<file path="config.mk">
export PLATFORM = sky130hd
export DESIGN_NAME = line_command_keyword_parser_unit
export DESIGN_NICKNAME = d
export VERILOG_FILES = /design/src/rtl/core/lckp_pkg.sv /design/src/rtl/core/lckp_front.sv /design/src/rtl/core/lckp_queue.sv /design/src/rtl/core/lckp_back.sv /design/src/rtl/core/line_command_keyword_parser_unit.sv
export SDC_FILE = /design/constraint.sdc
export NUM_CORES = 1
export LEC_CHECK = 0
export BUFFER_PORTS_ARGS = -buffer_cell sky130_fd_sc_hd__buf_4
export CORE_MARGIN = 2
export CORE_UTILIZATION = 63
export CTS_BUF_LIST = sky130_fd_sc_hd__clkbuf_4 sky130_fd_sc_hd__clkbuf_8
export DETAILED_ROUTE_END_ITERATION = 8
export PLACE_DENSITY = 0.88
export SYNTH_ARGS = -nofsm -noshare
export SYNTH_HDL_FRONTEND = slang
export SYNTH_SLANG_ARGS = --single-unit
</file>
<file path="constraint.sdc">
create_clock -name clk -period 4.75 [get_ports clk]
set_input_delay 0.7125 -clock clk [delete_from_list [all_inputs] [get_ports clk]]
set_output_delay 0.7125 -clock clk [all_outputs]
set_load 0.03 [all_outputs]
</file>
<file path="src/rtl/core/lckp_pkg.sv">
package lckp_pkg;

  localparam int LINE_CAPACITY_DEFAULT = 10;

  // Command codes as shown on command_code.
  localparam logic [2:0] CMD_NONE     = 3'd0;
  localparam logic [2:0] CMD_FORWARD  = 3'd1;
  localparam logic [2:0] CMD_BACKWARD = 3'd2;
  localparam logic [2:0] CMD_STOP     = 3'd3;
  localparam logic [2:0] CMD_STATUS   = 3'd4;
  localparam logic [2:0] CMD_SPEED    = 3'd5;
  localparam logic [2:0] CMD_UNKNOWN  = 3'd6;

  // Status codes as shown on status_code.
  localparam logic [1:0] ST_OK       = 2'd0;
  localparam logic [1:0] ST_INVALID  = 2'd1;
  localparam logic [1:0] ST_OVERFLOW = 2'd2;

  localparam logic [7:0] CHAR_LF    = 8'h0a;
  localparam logic [7:0] CHAR_CR    = 8'h0d;
  localparam logic [7:0] CHAR_ZERO  = 8'h30;
  localparam logic [7:0] CHAR_NINE  = 8'h39;
  localparam logic [7:0] CHAR_NUL   = 8'h00;

  localparam logic [8:0] SPEED_SAT = 9'd256;
  localparam logic [8:0] SPEED_MAX = 9'd255;

  // Keywords, first character in element 0, padded with zero bytes.
  localparam logic [0:7][7:0] KW_FORWARD  = {"FORWARD", 8'h00};
  localparam logic [0:7][7:0] KW_BACKWARD = "BACKWARD";
  localparam logic [0:7][7:0] KW_STOP     = {"STOP", 32'h0};
  localparam logic [0:7][7:0] KW_STATUS   = {"STATUS", 16'h0};
  localparam logic [0:7][7:0] KW_SPEED    = {"SPEED ", 16'h0};

  localparam int KW_FORWARD_LEN  = 7;
  localparam int KW_BACKWARD_LEN = 8;
  localparam int KW_STOP_LEN     = 4;
  localparam int KW_STATUS_LEN   = 6;
  localparam int KW_SPEED_LEN    = 6;

  typedef enum logic [1:0] {
    KIND_CHAR,
    KIND_EOL,
    KIND_CLEAR
  } kind_t;

  typedef struct packed {
    kind_t      kind;
    logic [7:0] data;
  } item_t;

endpackage

</file>
<file path="src/rtl/core/lckp_front.sv">
module lckp_front (
  input  logic               in_valid,
  input  logic               action,
  input  logic [7:0]         rx_byte,
  input  logic               q_full,
  output logic               in_stall,
  output logic               push,
  output lckp_pkg::item_t    item
);
  import lckp_pkg::*;

  assign in_stall = q_full;
  assign push     = in_valid && !q_full;

  always_comb begin
    item.data = rx_byte;
    if (action) begin
      item.kind = KIND_CLEAR;
    end else if (rx_byte == CHAR_LF || rx_byte == CHAR_CR) begin
      item.kind = KIND_EOL;
    end else begin
      item.kind = KIND_CHAR;
    end
  end

endmodule

</file>
<file path="src/rtl/core/lckp_queue.sv">
module lckp_queue (
  input  logic               clk,
  input  logic               rst,
  input  logic               push,
  input  lckp_pkg::item_t    push_item,
  input  logic               pop,
  output logic               q_valid,
  output logic               q_full,
  output lckp_pkg::item_t    head
);
  import lckp_pkg::*;

  item_t      slots [2];
  logic       wr_ptr;
  logic       rd_ptr;
  logic [1:0] count;

  assign q_valid = (count != 2'd0);
  assign q_full  = (count == 2'd2);
  assign head    = slots[rd_ptr];

  always_ff @(posedge clk) begin
    if (push) begin
      slots[wr_ptr] <= push_item;
    end
  end

  always_ff @(posedge clk) begin
    if (rst) begin
      wr_ptr <= 1'b0;
      rd_ptr <= 1'b0;
      count  <= 2'd0;
    end else begin
      if (push) begin
        wr_ptr <= !wr_ptr;
      end
      if (pop) begin
        rd_ptr <= !rd_ptr;
      end
      case ({push, pop})
        2'b10:   count <= count + 2'd1;
        2'b01:   count <= count - 2'd1;
        default: count <= count;
      endcase
    end
  end

endmodule

</file>
<file path="src/rtl/core/lckp_back.sv">
module lckp_back #(
  parameter int LINE_CAPACITY = lckp_pkg::LINE_CAPACITY_DEFAULT
) (
  input  logic               clk,
  input  logic               rst,
  input  logic               q_valid,
  input  lckp_pkg::item_t    head,
  output logic               pop,
  output logic               out_valid,
  input  logic               out_stall,
  output logic [2:0]         command_code,
  output logic [1:0]         status_code,
  output logic [7:0]         speed_value,
  output logic               command_ready
);
  import lckp_pkg::*;

  localparam int LEN_W = $clog2(LINE_CAPACITY + 1);
  localparam logic [LEN_W-1:0] CAP = LEN_W'(LINE_CAPACITY);

  // The line is parsed as it is received: each appended character updates
  // the keyword prefix flags and the speed argument, so a line end only has
  // to read these flags.
  logic [LEN_W-1:0] line_length, line_length_next;
  logic [LEN_W-1:0] text_length, text_length_next;
  logic             zero_seen, zero_seen_next;
  logic             fw_ok, fw_ok_next;
  logic             bw_ok, bw_ok_next;
  logic             stop_ok, stop_ok_next;
  logic             stat_ok, stat_ok_next;
  logic             spd_ok, spd_ok_next;
  logic             digits_ok, digits_ok_next;
  logic [8:0]       speed_acc, speed_acc_next;
  logic [2:0]       command_next;
  logic [1:0]       status_next;
  logic [7:0]       speed_next;
  logic             ready_next;
  logic             out_valid_next;

  logic             stored;
  logic             grows;
  logic             is_digit;
  logic [11:0]      product;
  logic [2:0]       kw_idx;

  assign pop = q_valid && (!out_valid || !out_stall);

  always_comb begin
    line_length_next = line_length;
    text_length_next = text_length;
    zero_seen_next   = zero_seen;
    fw_ok_next       = fw_ok;
    bw_ok_next       = bw_ok;
    stop_ok_next     = stop_ok;
    stat_ok_next     = stat_ok;
    spd_ok_next      = spd_ok;
    digits_ok_next   = digits_ok;
    speed_acc_next   = speed_acc;
    command_next     = command_code;
    status_next      = status_code;
    speed_next       = speed_value;
    ready_next       = command_ready;
    out_valid_next   = pop || (out_valid && out_stall);

    stored   = (head.kind == KIND_CHAR) && (line_length < CAP);
    grows    = stored && !zero_seen && (head.data != CHAR_NUL);
    is_digit = (head.data >= CHAR_ZERO) && (head.data <= CHAR_NINE);
    kw_idx   = text_length[2:0];
    product  = 12'(speed_acc) * 12'd10 + 12'(head.data - CHAR_ZERO);

    if (pop) begin
      case (head.kind)
        KIND_CLEAR: begin
          command_next     = CMD_NONE;
          status_next      = ST_OK;
          speed_next       = 8'd0;
          ready_next       = 1'b0;
          line_length_next = '0;
          text_length_next = '0;
          zero_seen_next   = 1'b0;
          fw_ok_next       = 1'b1;
          bw_ok_next       = 1'b1;
          stop_ok_next     = 1'b1;
          stat_ok_next     = 1'b1;
          spd_ok_next      = 1'b1;
          digits_ok_next   = 1'b1;
          speed_acc_next   = 9'd0;
        end
        KIND_CHAR: begin
          if (!stored) begin
            status_next = ST_OVERFLOW;
          end else begin
            line_length_next = line_length + LEN_W'(1);
            if (head.data == CHAR_NUL) begin
              zero_seen_next = 1'b1;
            end
          end
          if (grows) begin
            text_length_next = text_length + LEN_W'(1);
            if (text_length < LEN_W'(KW_FORWARD_LEN) && head.data != KW_FORWARD[kw_idx]) begin
              fw_ok_next = 1'b0;
            end
            if (text_length < LEN_W'(KW_BACKWARD_LEN) && head.data != KW_BACKWARD[kw_idx]) begin
              bw_ok_next = 1'b0;
            end
            if (text_length < LEN_W'(KW_STOP_LEN) && head.data != KW_STOP[kw_idx]) begin
              stop_ok_next = 1'b0;
            end
            if (text_length < LEN_W'(KW_STATUS_LEN) && head.data != KW_STATUS[kw_idx]) begin
              stat_ok_next = 1'b0;
            end
            if (text_length < LEN_W'(KW_SPEED_LEN)) begin
              if (head.data != KW_SPEED[kw_idx]) begin
                spd_ok_next = 1'b0;
              end
            end else if (!is_digit) begin
              digits_ok_next = 1'b0;
            end else if (product > 12'(SPEED_SAT)) begin
              speed_acc_next = SPEED_SAT;
            end else begin
              speed_acc_next = product[8:0];
            end
          end
        end
        KIND_EOL: begin
          if (line_length != '0) begin
            ready_next = 1'b1;
            if (status_code == ST_OVERFLOW) begin
              command_next = CMD_UNKNOWN;
            end else begin
              command_next = CMD_UNKNOWN;
              status_next  = ST_INVALID;
              speed_next   = 8'd0;
              if (fw_ok && text_length == LEN_W'(KW_FORWARD_LEN)) begin
                command_next = CMD_FORWARD;
                status_next  = ST_OK;
              end else if (bw_ok && text_length == LEN_W'(KW_BACKWARD_LEN)) begin
                command_next = CMD_BACKWARD;
                status_next  = ST_OK;
              end else if (stop_ok && text_length == LEN_W'(KW_STOP_LEN)) begin
                command_next = CMD_STOP;
                status_next  = ST_OK;
              end else if (stat_ok && text_length == LEN_W'(KW_STATUS_LEN)) begin
                command_next = CMD_STATUS;
                status_next  = ST_OK;
              end else if (spd_ok && text_length > LEN_W'(KW_SPEED_LEN) && digits_ok
                           && speed_acc <= SPEED_MAX) begin
                command_next = CMD_SPEED;
                status_next  = ST_OK;
                speed_next   = speed_acc[7:0];
              end
            end
          end
        end
        default: begin
          command_next = command_code;
        end
      endcase
    end
  end

  always_ff @(posedge clk) begin
    if (rst) begin
      line_length   <= '0;
      text_length   <= '0;
      zero_seen     <= 1'b0;
      fw_ok         <= 1'b1;
      bw_ok         <= 1'b1;
      stop_ok       <= 1'b1;
      stat_ok       <= 1'b1;
      spd_ok        <= 1'b1;
      digits_ok     <= 1'b1;
      speed_acc     <= 9'd0;
      command_code  <= CMD_NONE;
      status_code   <= ST_OK;
      speed_value   <= 8'd0;
      command_ready <= 1'b0;
      out_valid     <= 1'b0;
    end else begin
      line_length   <= line_length_next;
      text_length   <= text_length_next;
      zero_seen     <= zero_seen_next;
      fw_ok         <= fw_ok_next;
      bw_ok         <= bw_ok_next;
      stop_ok       <= stop_ok_next;
      stat_ok       <= stat_ok_next;
      spd_ok        <= spd_ok_next;
      digits_ok     <= digits_ok_next;
      speed_acc     <= speed_acc_next;
      command_code  <= command_next;
      status_code   <= status_next;
      speed_value   <= speed_next;
      command_ready <= ready_next;
      out_valid     <= out_valid_next;
    end
  end

endmodule

</file>
<file path="src/rtl/core/line_command_keyword_parser_unit.sv">
// Line command parser for a received character stream.
//
// Input channel (in_valid / in_stall): one beat carries either a received
// byte (action = 0) or a clear request (action = 1). CR and LF end a line;
// any other byte is appended to the line while it has room.
// Output channel (out_valid / out_stall): every input beat gives exactly one
// output beat with the held command, status, speed and ready flag after it.
//
// An accepted beat is written into the queue, then registered in the
// executing stage. Throughput is one beat per cycle while the receiver does
// not stall; the keyword compare and speed argument are built up as
// characters arrive, so a line end costs no more than any other byte. A
// two-entry queue sits between the classifier and the executing stage.
// While the receiver stalls, the output beat holds, the queue fills and
// in_stall rises once both entries are taken.
// Reset empties the queue and the line, clears the command to none, the
// status to ok, the speed to zero and drops the ready flag.
module line_command_keyword_parser_unit #(
  parameter int LINE_CAPACITY = lckp_pkg::LINE_CAPACITY_DEFAULT
) (
  input  logic       clk,
  input  logic       rst,
  input  logic       in_valid,
  output logic       in_stall,
  input  logic       action,
  input  logic [7:0] rx_byte,
  output logic       out_valid,
  input  logic       out_stall,
  output logic [2:0] command_code,
  output logic [1:0] status_code,
  output logic [7:0] speed_value,
  output logic       command_ready
);
  import lckp_pkg::*;

  logic  push;
  logic  pop;
  logic  q_valid;
  logic  q_full;
  item_t push_item;
  item_t head;

  lckp_front u_front (
    .in_valid (in_valid),
    .action   (action),
    .rx_byte  (rx_byte),
    .q_full   (q_full),
    .in_stall (in_stall),
    .push     (push),
    .item     (push_item)
  );

  lckp_queue u_queue (
    .clk       (clk),
    .rst       (rst),
    .push      (push),
    .push_item (push_item),
    .pop       (pop),
    .q_valid   (q_valid),
    .q_full    (q_full),
    .head      (head)
  );

  lckp_back #(
    .LINE_CAPACITY (LINE_CAPACITY)
  ) u_back (
    .clk           (clk),
    .rst           (rst),
    .q_valid       (q_valid),
    .head          (head),
    .pop           (pop),
    .out_valid     (out_valid),
    .out_stall     (out_stall),
    .command_code  (command_code),
    .status_code   (status_code),
    .speed_value   (speed_value),
    .command_ready (command_ready)
  );

endmodule

</file>
==> results of run 1 <==
==> layout by cell type, fill, tap and decap left out, drive strengths merged, types with 21 or more instances in the layout <==
cell,netlist,layout
ha,37,37
nand2,35,35
xnor2,25,25
nor2,41,41
dfxtp,44,44
nand3,21,21
inv,24,25
buf,3,32
a21oi,41,41
==> per-stage QoR <==
step	power (W)	instance area (sq um)	std cells	hold WS [ns]	util, %
global placement	0.00165	4480	555	0.433	70.1
global route	0.00231	4680	571	0.471	73.3
CTS	0.00216	4680	571	0.453	73.3
detailed placement	0.00168	4480	555	0.442	70.1
finish	0.00217	4680	571	0.450	73.3
floorplan	0.00146	4190	457	0.423	-
==> per-layer routing <==
layer	share of wire, %	GRT usage [%]	vias up	wire length (um)
met1	42	35.3	1678	4060
li1	-	-	1740	-
met4	3.7	15.3	0	360
met2	49	47.4	125	4740
met5	0	0	-	0
met3	5.2	4.43	32	507
==> synth_stat cells, types with 2 or more instances <==
library cell	n	area, sq um
a21o_1	10	75.1
ha_1	37	463
nand4_1	4	25.0
a2111oi_0	3	26.3
o21ai_0	12	60.1
or3_1	5	31.3
nor3_1	15	75.1
mux2_2	3	33.8
nand3b_1	2	15.0
a41oi_1	3	26.3
o21bai_1	2	15.0
mux2i_1	8	80.1
edfxtp_1	20	601
o21ai_1	8	40.0
xor2_1	10	87.6
nor3b_1	3	22.5
a32oi_1	2	17.5
a211oi_1	3	22.5
nor2b_1	2	12.5
clkbuf_1	8	30.0
dfxtp_1	44	881
a21oi_2	2	17.5
inv_1	20	75.1
or4_1	2	15.0
nor4_1	3	18.8
xnor2_1	25	219
a22o_1	9	78.8
nand3_1	21	105
fa_1	2	40.0
a31oi_1	3	18.8
nor2_1	40	150
a21oi_1	39	195
o211ai_1	3	22.5
nand2b_1	6	37.5
and3_1	2	12.5
o21a_1	3	22.5
inv_2	4	15.0
mux2i_2	4	55.1
nand2_1	35	131
==> where the power goes <==
group	switching (W)	internal, W
registers	0.0000885	0.000645
clock network	0.000212	0.000269
logic	0.000582	0.000369
==> worst min-delay path by stage <==
stage | from | end | cells past startpoint
floorplan | u_back.digits_ok | u_back.digits_ok | 2
global placement | u_back.digits_ok | u_back.digits_ok | 2
detailed placement | u_back.command_code[2] | u_back.command_code[2] | 2
CTS | u_back.speed_value[5] | u_back.speed_value[5] | 2
global route | u_back.command_code[1] | u_back.command_code[1] | 2
finish | u_back.command_code[2] | u_back.command_code[2] | 2
==> sequential cells by signal, indices dropped and copies added, names as in the netlist, named ones only <==
register and cells:
u_queue.wr_ptr 1, u_back.bw_ok 1, u_back.command_code 3, u_back.spd_ok 1, u_queue.slots 20, u_back.speed_acc 9, u_back.zero_seen 1, u_back.text_length 4
u_back.status_code 2, u_back.out_valid 1, u_queue.count 2, u_back.stop_ok 1, u_back.digits_ok 1, u_back.command_ready 1, u_back.line_length 4, u_back.speed_value 8
u_back.stat_ok 1, u_queue.rd_ptr 1, u_back.fw_ok 1
==> kinds of logic (layout without fill, tap and decap cells) <==
kind of cell             Yosys count  count (layout)  synth area share, %
multiplexers                      15              15                 4.03
flip-flops                        64              64                 35.3
AND/OR/NAND/NOR                  148             148                 17.6
AO/OA/AOI/OAI                    120             120                 19.8
XOR/XNOR                          36              36                 7.85
buffers and inverters             35              72                 3.40
adder cells (fa/ha/maj)           39              39                 12.0
==> worst min-delay path, delay by kind of cell (launching register included) <==
kind	cells	cell delay, ns
AO/OA/AOI/OAI	1	0.05
flip-flops	1	0.31
buffers and inverters	1	0.05
==> layout make-up <==
class,instances,share of cell area [%]
multi-input cells,358,54.9
flip-flops and latches,64,31.6
repair buffers,32,5.13
clock buffers,11,3.23
well taps,77,2.06
inverters,24,1.92
clock inverters,5,1.15
==> impl_metrics.json, run 1 <==
{
  "grt-ovfl-total": 0,
  "register_area_sq_um": 1480,
  "cts_sinks": 64,
  "cp.depth": 11,
  "multi_input_comb_area_sq_um": 2570,
  "drcViolationCount": 0,
  "synth-seq-cells": 64,
  "fin_crit_ns": 4.34,
  "leakage_nw": 1.95,
  "irDropWorstVdd_uv": 464,
  "fillCellCount": 474,
  "detail-route-antenna-nets": 0,
  "maxCapViolations": 0,
  "n_antenna_cell": 0,
  "final_max_slew_viol_count": 0,
  "syn_inst": 457,
  "crit_buf_inv": 1,
  "cts_setup_buffers": 0,
  "core_sq_um": 6390,
  "syn_nets": 509,
  "crit_arrival_ns": 4.59,
  "grt_setup_unrepaired": "false",
  "avgSynthCellArea_sq_um": 9.18,
  "status": "finished, final reports clean",
  "seq_area_frac_synth_pct": 35.3,
  "critical_path_class": "flip-flop to flip-flop",
  "cpLargestDelayFamily": "compound AO/OA/AOI/OAI gates",
  "placementRows": 29,
  "wl_per_cell_um": 16.9,
  "tns_ns": 0,
  "worst-slew-pin-transition_ns": 0.819,
  "reg2reg_depth": 11,
  "reg2reg_to": "u_back.speed_acc[8]",
  "die_area_sq_um": 7330,
  "yosysWarnings": 0,
  "async_flop_share_pct": 0,
  "clock.fmax_mhz": 230,
  "ys_types": 69,
  "htree_levels": 3,
  "critPathMaxFanout": 19,
  "initial_core_util_pct": 65.7,
  "area_delta_synth_final_pct": 11.7,
  "r2r_setup_slack_ns": 0.41,
  "antenna_found_initial": 0,
  "postCtsResizedCells": 0,
  "grt_pass1_vias": 3544,
  "crit_path_start_kind": "flip-flop",
  "fin_crit_sh_pct": 91.4,
  "drive_gt1_share_pct": 14.8,
  "clk_latency_ns": 0.35,
  "portBuffers": 28,
  "synth_flop_cell": "dfxtp_1",
  "slowest_delay_ns": 0.78,
  "slowest_stage": "dfxtp_1",
  "die_x_um": 85.6,
  "grt_max_degree": 23,
  "io_pins": 29,
  "power_density_nw_per_um2": 462,
  "post-dp-hpwl_mm": 7.42,
  "crit_required_ns": 4.99,
  "nets": 541,
  "grt_use_total_pct": 28.4,
  "maxSlewHeadroom_pct": 45.3,
  "hold_path_class": "flip-flop to flip-flop",
  "dp_slack_ns": 0.440,
  "clk_pin_slew_ns": 0.07,
  "endpoint": "u_back.speed_acc[8]",
  "holdBufCountCts": 0,
  "vias": 3575,
  "path_cells": "mux2i_1, inv_1, ha_1, nor2_1, ha_1, a21o_1, a21o_1, a221oi_1, xnor3_1, or3_1, a22o_1",
  "cts_inserted_buffers": 9,
  "synth-edff-count": 20,
  "vias_per_cell": 6.26,
  "skew_ns": 0.00497,
  "cts_buffer_depth": 2,
  "cp-end-kind": "flip-flop",
  "gp_congestion": 0.972,
  "dr.pass1.iters": 5,
  "setup_ws_ns": 0.406,
  "synth_area_sq_um": 4190,
  "clock-root-buffer": "clkbuf_8",
  "dr.first_iter.drc_count": 240,
  "die_h_um": 85.6,
  "wl_mm": 9.67,
  "cts_tree": "built",
  "setup_viol_count_final": 0,
  "grt_first_pass_wirelength_mm": 16.4,
  "finalHoldViolCount": 0
}
Note: power is estimated with default switching activity, not from simulation.
==> run 2: changes to the inputs <==
--- a/config.mk
+++ b/config.mk
@@ -7,10 +7,10 @@
 export LEC_CHECK = 0
 export BUFFER_PORTS_ARGS = -buffer_cell sky130_fd_sc_hd__buf_4
 export CORE_MARGIN = 2
-export CORE_UTILIZATION = 63
+export CORE_UTILIZATION = 57
 export CTS_BUF_LIST = sky130_fd_sc_hd__clkbuf_4 sky130_fd_sc_hd__clkbuf_8
 export DETAILED_ROUTE_END_ITERATION = 8
-export PLACE_DENSITY = 0.88
+export PLACE_DENSITY = 0.9
 export SYNTH_ARGS = -nofsm -noshare
 export SYNTH_HDL_FRONTEND = slang
 export SYNTH_SLANG_ARGS = --single-unit
==> constraint.sdc (replaced) <==
create_clock -name clk -period 3.5 [get_ports clk]
set_input_delay 0.525 -clock clk [delete_from_list [all_inputs] [get_ports clk]]
set_output_delay 0.525 -clock clk [all_outputs]
set_load 0.03 [all_outputs]
==> run 2 against run 1 <==
Clock power increased by 50%; via count increased by 3.6%; largest power group unchanged; highest routed layer unchanged; utilization shrank 3.0 points; die area increased by 10%; count of clock-buffer cells in the layout is 1 higher; critical path type unchanged.
==> impl_metrics.json, run 2 (synthesis results as in run 1) <==
{
  "drcViolationCount": 0,
  "cts_sinks": 64,
  "hold_depth": 1,
  "final_max_slew_viol_count": 0,
  "core_sq_um": 7180,
  "holdBufCountCts": 0,
  "crit_path_start_kind": "flip-flop",
  "antenna_found_initial": 0,
  "nets": 561,
  "post-dp-hpwl_mm": 7.71,
  "status": "finished, final reports clean",
  "largest_register_ffs": 20,
  "regMostFlops": "u_queue.slots",
  "cts_buffer_depth": 2,
  "power_density_nw_per_um2": 629,
  "skew_ns": 0.00495,
  "portBuffers": 28,
  "critical_path_class": "flip-flop to flip-flop",
  "initial_core_util_pct": 58.4,
  "die_h_um": 89.8,
  "cts_tree": "built",
  "power_w": 0.00317,
  "die_area_sq_um": 8060,
  "crit_arrival_ns": 3.73,
  "layout_commonest_cell": "buf_4",
  "reg_top3": "u_queue.slots x20, u_back.speed_acc x9, u_back.speed_value x8",
  "min_to": "u_queue.slots[1][5]",
  "critPathMaxFanout": 4,
  "finalHoldViolCount": 0,
  "dp_slack_ns": -0.178,
  "leakage_nw": 2.08,
  "wl_per_cell_um": 17.1,
  "fin_crit_ns": 3.50,
  "drive_gt1_share_pct": 23.2,
  "final_cell_mix": "buf_4, dfxtp_1, nor2_1",
  "maxSlewHeadroom_pct": 41.9,
  "dpl.cell_count": 595,
  "grt_max_degree": 30,
  "clock-root-buffer": "clkbuf_8",
  "cp-end-kind": "flip-flop",
  "grt_first_pass_wirelength_mm": 17.5,
  "grt-ovfl-total": 0,
  "die_x_um": 89.8,
  "dr.first_iter.drc_count": 287,
  "wl_mm": 10.5,
  "setup_viol_count_final": 0,
  "clk_pin_slew_ns": 0.07,
  "n_antenna_cell": 0,
  "cts_inserted_buffers": 9,
  "gp_congestion": 0.930,
  "htree_levels": 3,
  "setup_ws_ns": 0.000914,
  "io_pins": 29,
  "placementRows": 31,
  "min-delay-start": "rx_byte[5]",
  "hold_path_class": "primary input to flip-flop",
  "fin_crit_sh_pct": 100,
  "irDropWorstVdd_uv": 613,
  "r2r-start": "u_back.speed_acc[2]",
  "grt_setup_unrepaired": "true",
  "grt_pass1_vias": 3748,
  "maxCapViolations": 0,
  "reg2reg_to": "u_back.speed_acc[8]",
  "worst-slew-pin-transition_ns": 0.870,
  "vias_per_cell": 6.05,
  "tns_ns": 0,
  "r2r_setup_slack_ns": 0.0009,
  "finalNonFillerCells": 612,
  "clk_latency_ns": 0.34,
  "reg2reg_depth": 13,
  "vias": 3705,
  "clock.fmax_mhz": 286,
  "detail-route-antenna-nets": 0,
  "crit_required_ns": 3.73,
  "dr.pass1.iters": 7,
  "grt_use_total_pct": 26.6,
  "area_delta_synth_final_pct": 20.4
}
==> run 2: changes by cell type in the layout (fill, tap and decap cells not counted), sizes merged <==
cell | previous run | this run
bufinv | 1 | 2
clkinvlp | 1 | 0
clkbuf | 11 | 12
buf | 32 | 52
clkinv | 2 | 1
inv | 25 | 24
==> run 2: worst max path at each step <==
stage / start / endpoint / slack, ns / depth (start not counted)
floorplan: u_back.speed_acc[1] / u_back.speed_acc[8] / 0.0005 / 15
global placement: u_back.speed_acc[3] / u_back.speed_acc[8] / 0.02 / 15
detailed placement: u_back.speed_acc[3] / u_back.speed_acc[8] / -0.18 / 15
CTS: u_back.speed_acc[3] / u_back.speed_acc[8] / 0.003 / 15
global route: u_back.speed_acc[2] / u_back.speed_acc[7] / -0.11 / 18
finish: u_back.speed_acc[2] / u_back.speed_acc[8] / 0.0009 / 13
==> run 2: area by class of cell <==
class / count / area [sq um]
inverter: 24 / 90.1
multi-input combinational: 358 / 2720
sequential: 64 / 1490
timing repair buffer: 52 / 403
tap: 99 / 124
fill: 541 / 2130
clock inverter: 3 / 65.1
clock buffer: 12 / 159
==> run 2: report_power, final <==
| group | leakage [nW] | total (W) | internal [W] | switching, W |
|---|---|---|---|---|
| sequential | 0.547 | 0.000969 | 0.000875 | 0.0000946 |
| clock | 0.116 | 0.000720 | 0.000443 | 0.000277 |
| combinational | 1.42 | 0.00148 | 0.000601 | 0.000884 |
| total | 2.08 | 0.00317 | 0.00192 | 0.00126 |
==> run 2: through the flow <==
stage	hold slack, ns	utilization, %	area, sq um
finish	0.371	70.4	5050
global route	0.366	70.4	5050
global placement	0.436	65.1	4670
CTS	0.360	68.6	4920
floorplan	0.423	-	4210
detailed placement	0.443	65.1	4670
==> run 2: critical path: stages, from the launching register on <==
cell       delay, ns
dfxtp_4         0.37
ha_4            0.24
ha_1            0.31
a21o_1          0.19
a21oi_2         0.19
xnor2_1         0.16
ha_1            0.29
a2111oi_2       0.38
o21ai_1         0.17
a41oi_2         0.19
xor2_1          0.23
o21ai_1         0.11
or3_4           0.37
a22o_1          0.19
==> run 2: layer usage <==
layer | vias up | track usage (%) | part of all wire [%]
met5 | - | 0 | 0
met4 | 0 | 12.4 | 3.6
met3 | 34 | 5.62 | 5.5
met2 | 115 | 45.6 | 50
met1 | 1774 | 32.0 | 41
li1 | 1782 | - | -
==> run 2: timing repair <==
action                                  4_1_cts  5_1_grt
pin swaps                                     5       22
gates resized for setup                       6       23
setup buffers                                 1        1
endpoints found under the setup margin        9        9
==> run 3: changes to the inputs <==
--- a/config.mk
+++ b/config.mk
@@ -6,6 +6,7 @@
 export NUM_CORES = 1
 export LEC_CHECK = 0
 export BUFFER_PORTS_ARGS = -buffer_cell sky130_fd_sc_hd__buf_4
+export CORE_ASPECT_RATIO = 1.4
 export CORE_MARGIN = 2
 export CORE_UTILIZATION = 57
 export CTS_BUF_LIST = sky130_fd_sc_hd__clkbuf_4 sky130_fd_sc_hd__clkbuf_8
==> run 3 against run 2 <==
Clock power decreased by 9.2%; design area decreased by 1.0%; non-clock buffer count increased by 1; sequential share of layout area increased by 0.31 points; clock skew increased by 0.0053 ns; the run now ends with setup timing left; combinational power about the same; via count increased by 3.8%; sequential cell count unchanged; utilization decreased by 1.2 points; fmax decreased by 2.1%; final cell count unchanged; largest power group unchanged; critical endpoint is now u_back.speed_acc[0]; count of clock-buffer cells in the layout unchanged.
==> impl_metrics.json, run 3 (synthesis results as in run 1) <==
{
  "r2r-start": "u_back.speed_acc[2]",
  "grt_pass1_vias": 3766,
  "cp-startpoint": "u_back.speed_acc[2]",
  "dr.first_iter.drc_count": 370,
  "clk_latency_ns": 0.35,
  "cp-end-kind": "flip-flop",
  "final_cell_mix": "buf_4, dfxtp_1, nor2_1",
  "status": "finished, violations left",
  "post-dp-hpwl_mm": 7.70,
  "n_antenna_cell": 0,
  "vias_per_cell": 6.29,
  "hold_path_class": "primary input to flip-flop",
  "post_dp_cell_area_sq_um": 4650,
  "nets": 562,
  "postLayoutCellArea_sq_um": 5000,
  "core_sq_um": 7220,
  "grt_max_degree": 30,
  "clk_pin_slew_ns": 0.07,
  "regMostFlops": "u_queue.slots",
  "crit_required_ns": 3.79,
  "r2r_setup_slack_ns": -0.07,
  "vias": 3847,
  "crit_path_start_kind": "flip-flop",
  "met1_length_mm": 3.99,
  "wl_per_cell_um": 17.7,
  "critical_path_class": "flip-flop to flip-flop",
  "fillCellCount": 509,
  "fin_crit_ns": 3.57,
  "detail-route-antenna-nets": 0,
  "maxSlewHeadroom_pct": 41.5,
  "cts_tree": "built",
  "setup_ws_ns": -0.0732,
  "leakage_nw": 2.06,
  "setup_viol_count_final": 6,
  "drive_gt1_share_pct": 21.9,
  "dr_wl_met2_mm": 5.69,
  "io_pins": 29,
  "violations": "setup timing",
  "reg2reg_depth": 14,
  "reg2reg_to": "u_back.speed_acc[0]",
  "irDropWorstVdd_uv": 532,
  "grt-ovfl-total": 0,
  "worst-slew-pin-transition_ns": 0.876,
  "met3_length_um": 552,
  "initial_core_util_pct": 58.1,
  "finalHoldViolCount": 0,
  "final_core_util_pct": 69.2,
  "gp_congestion": 0.936,
  "grt_use_total_pct": 26.2,
  "cts_buffer_depth": 2,
  "antenna_found_initial": 0,
  "top_layer": "met4",
  "finalNonFillerCells": 612,
  "clock.fmax_mhz": 280,
  "endpoint": "u_back.speed_acc[0]",
  "layout_commonest_cell": "buf_4",
  "critPathMaxFanout": 4,
  "cts_inserted_buffers": 9,
  "portBuffers": 28,
  "reg_top3": "u_queue.slots x20, u_back.speed_acc x9, u_back.speed_value x8",
  "power_density_nw_per_um2": 619,
  "die_h_um": 105,
  "fin_crit_sh_pct": 102,
  "maxCapViolations": 0,
  "grt_setup_unrepaired": "true",
  "largest_register_ffs": 20,
  "wl_mm": 10.8,
  "grt_first_pass_wirelength_mm": 17.1,
  "dpl.cell_count": 591,
  "htree_levels": 3,
  "die_area_sq_um": 8070,
  "skew_ns": 0.0102,
  "placementRows": 37,
  "crit_arrival_ns": 3.87,
  "die_x_um": 76.5,
  "area_delta_synth_final_pct": 19.1,
  "cts_sinks": 64,
  "clock-root-buffer": "clkbuf_8",
  "dr.pass1.iters": 6,
  "final_max_slew_viol_count": 0,
  "drcViolationCount": 0
}
==> run 3: cell types whose count changed in the layout (fill, tap and decap cells not counted), moves of 2 or more <==
cell / change
xnor2_2: -2
xnor2_1: +2
mux2i_1: +2
mux2i_2: -2
==> run 3: repair_timing <==
item,CTS,global route
hold endpoints to repair,0,0
cloned,0,0
hold buffers,0,0
setup buffers,2,3
pin swaps,7,18
resized for setup,6,16
setup endpoints to repair,9,9
==> run 3: stage by stage <==
stage | power [W] | setup TNS [ns] | setup slack (ns) | hold WS, ns
floorplan | 0.00199 | 0 | 0.000506 | 0.423
global placement | 0.00231 | 0 | 0.0204 | 0.432
detailed placement | 0.00238 | -0.906 | -0.128 | 0.440
CTS | 0.00304 | 0 | 0.00292 | 0.361
global route | 0.00326 | -1.19 | -0.194 | 0.369
finish | 0.00309 | -0.312 | -0.0732 | 0.367
==> run 3: critical path: stages, from the launching register on <==
cell and delay [ns]:
dfxtp_2 0.35, ha_1 0.34, ha_1 0.31, a21o_1 0.21, a21oi_2 0.19, buf_4 0.15
o21ai_0 0.09, xor2_1 0.17, ha_1 0.33, a21o_1 0.18, a221oi_2 0.27, xnor3_2 0.31
buf_6 0.15, nor3_4 0.28, a22o_1 0.19
==> run 3: worst min path at each step <==
stage                     depth (start not counted)                  end        startpoint
after floorplan                                   2     u_back.digits_ok  u_back.digits_ok
after global placement                            2     u_back.digits_ok  u_back.digits_ok
after detailed placement                          2     u_back.digits_ok  u_back.digits_ok
after CTS                                         1  u_queue.slots[1][7]        rx_byte[7]
after global routing                              1  u_queue.slots[0][5]        rx_byte[5]
final                                             1  u_queue.slots[1][7]        rx_byte[7]
==> run 3: layout make-up <==
cell class                      instances  area, sq um  share of cell area [%]
Multi-Input combinational cell        358         2680                    53.6
Sequential cell                        64         1490                    29.8
Timing Repair Buffer                   53          414                    8.29
Clock buffer                           12          153                    3.06
Tap cell                               97          121                    2.43
Inverter                               24         90.1                    1.80
Clock inverter                          4         52.6                    1.05
==> run 3: report_power, final <==
group          internal (W)  switching (W)  leakage (nW)
logic              0.000585       0.000879          1.41
clock network      0.000366       0.000289         0.104
registers          0.000874      0.0000985         0.547
total               0.00183        0.00127          2.06
==> run 3: routing by layer <==
layer,up-vias,track usage [%]
met4,0,14.2
met2,177,48.2
met3,63,4.54
li1,1785,-
met1,1822,28.3
met5,-,0
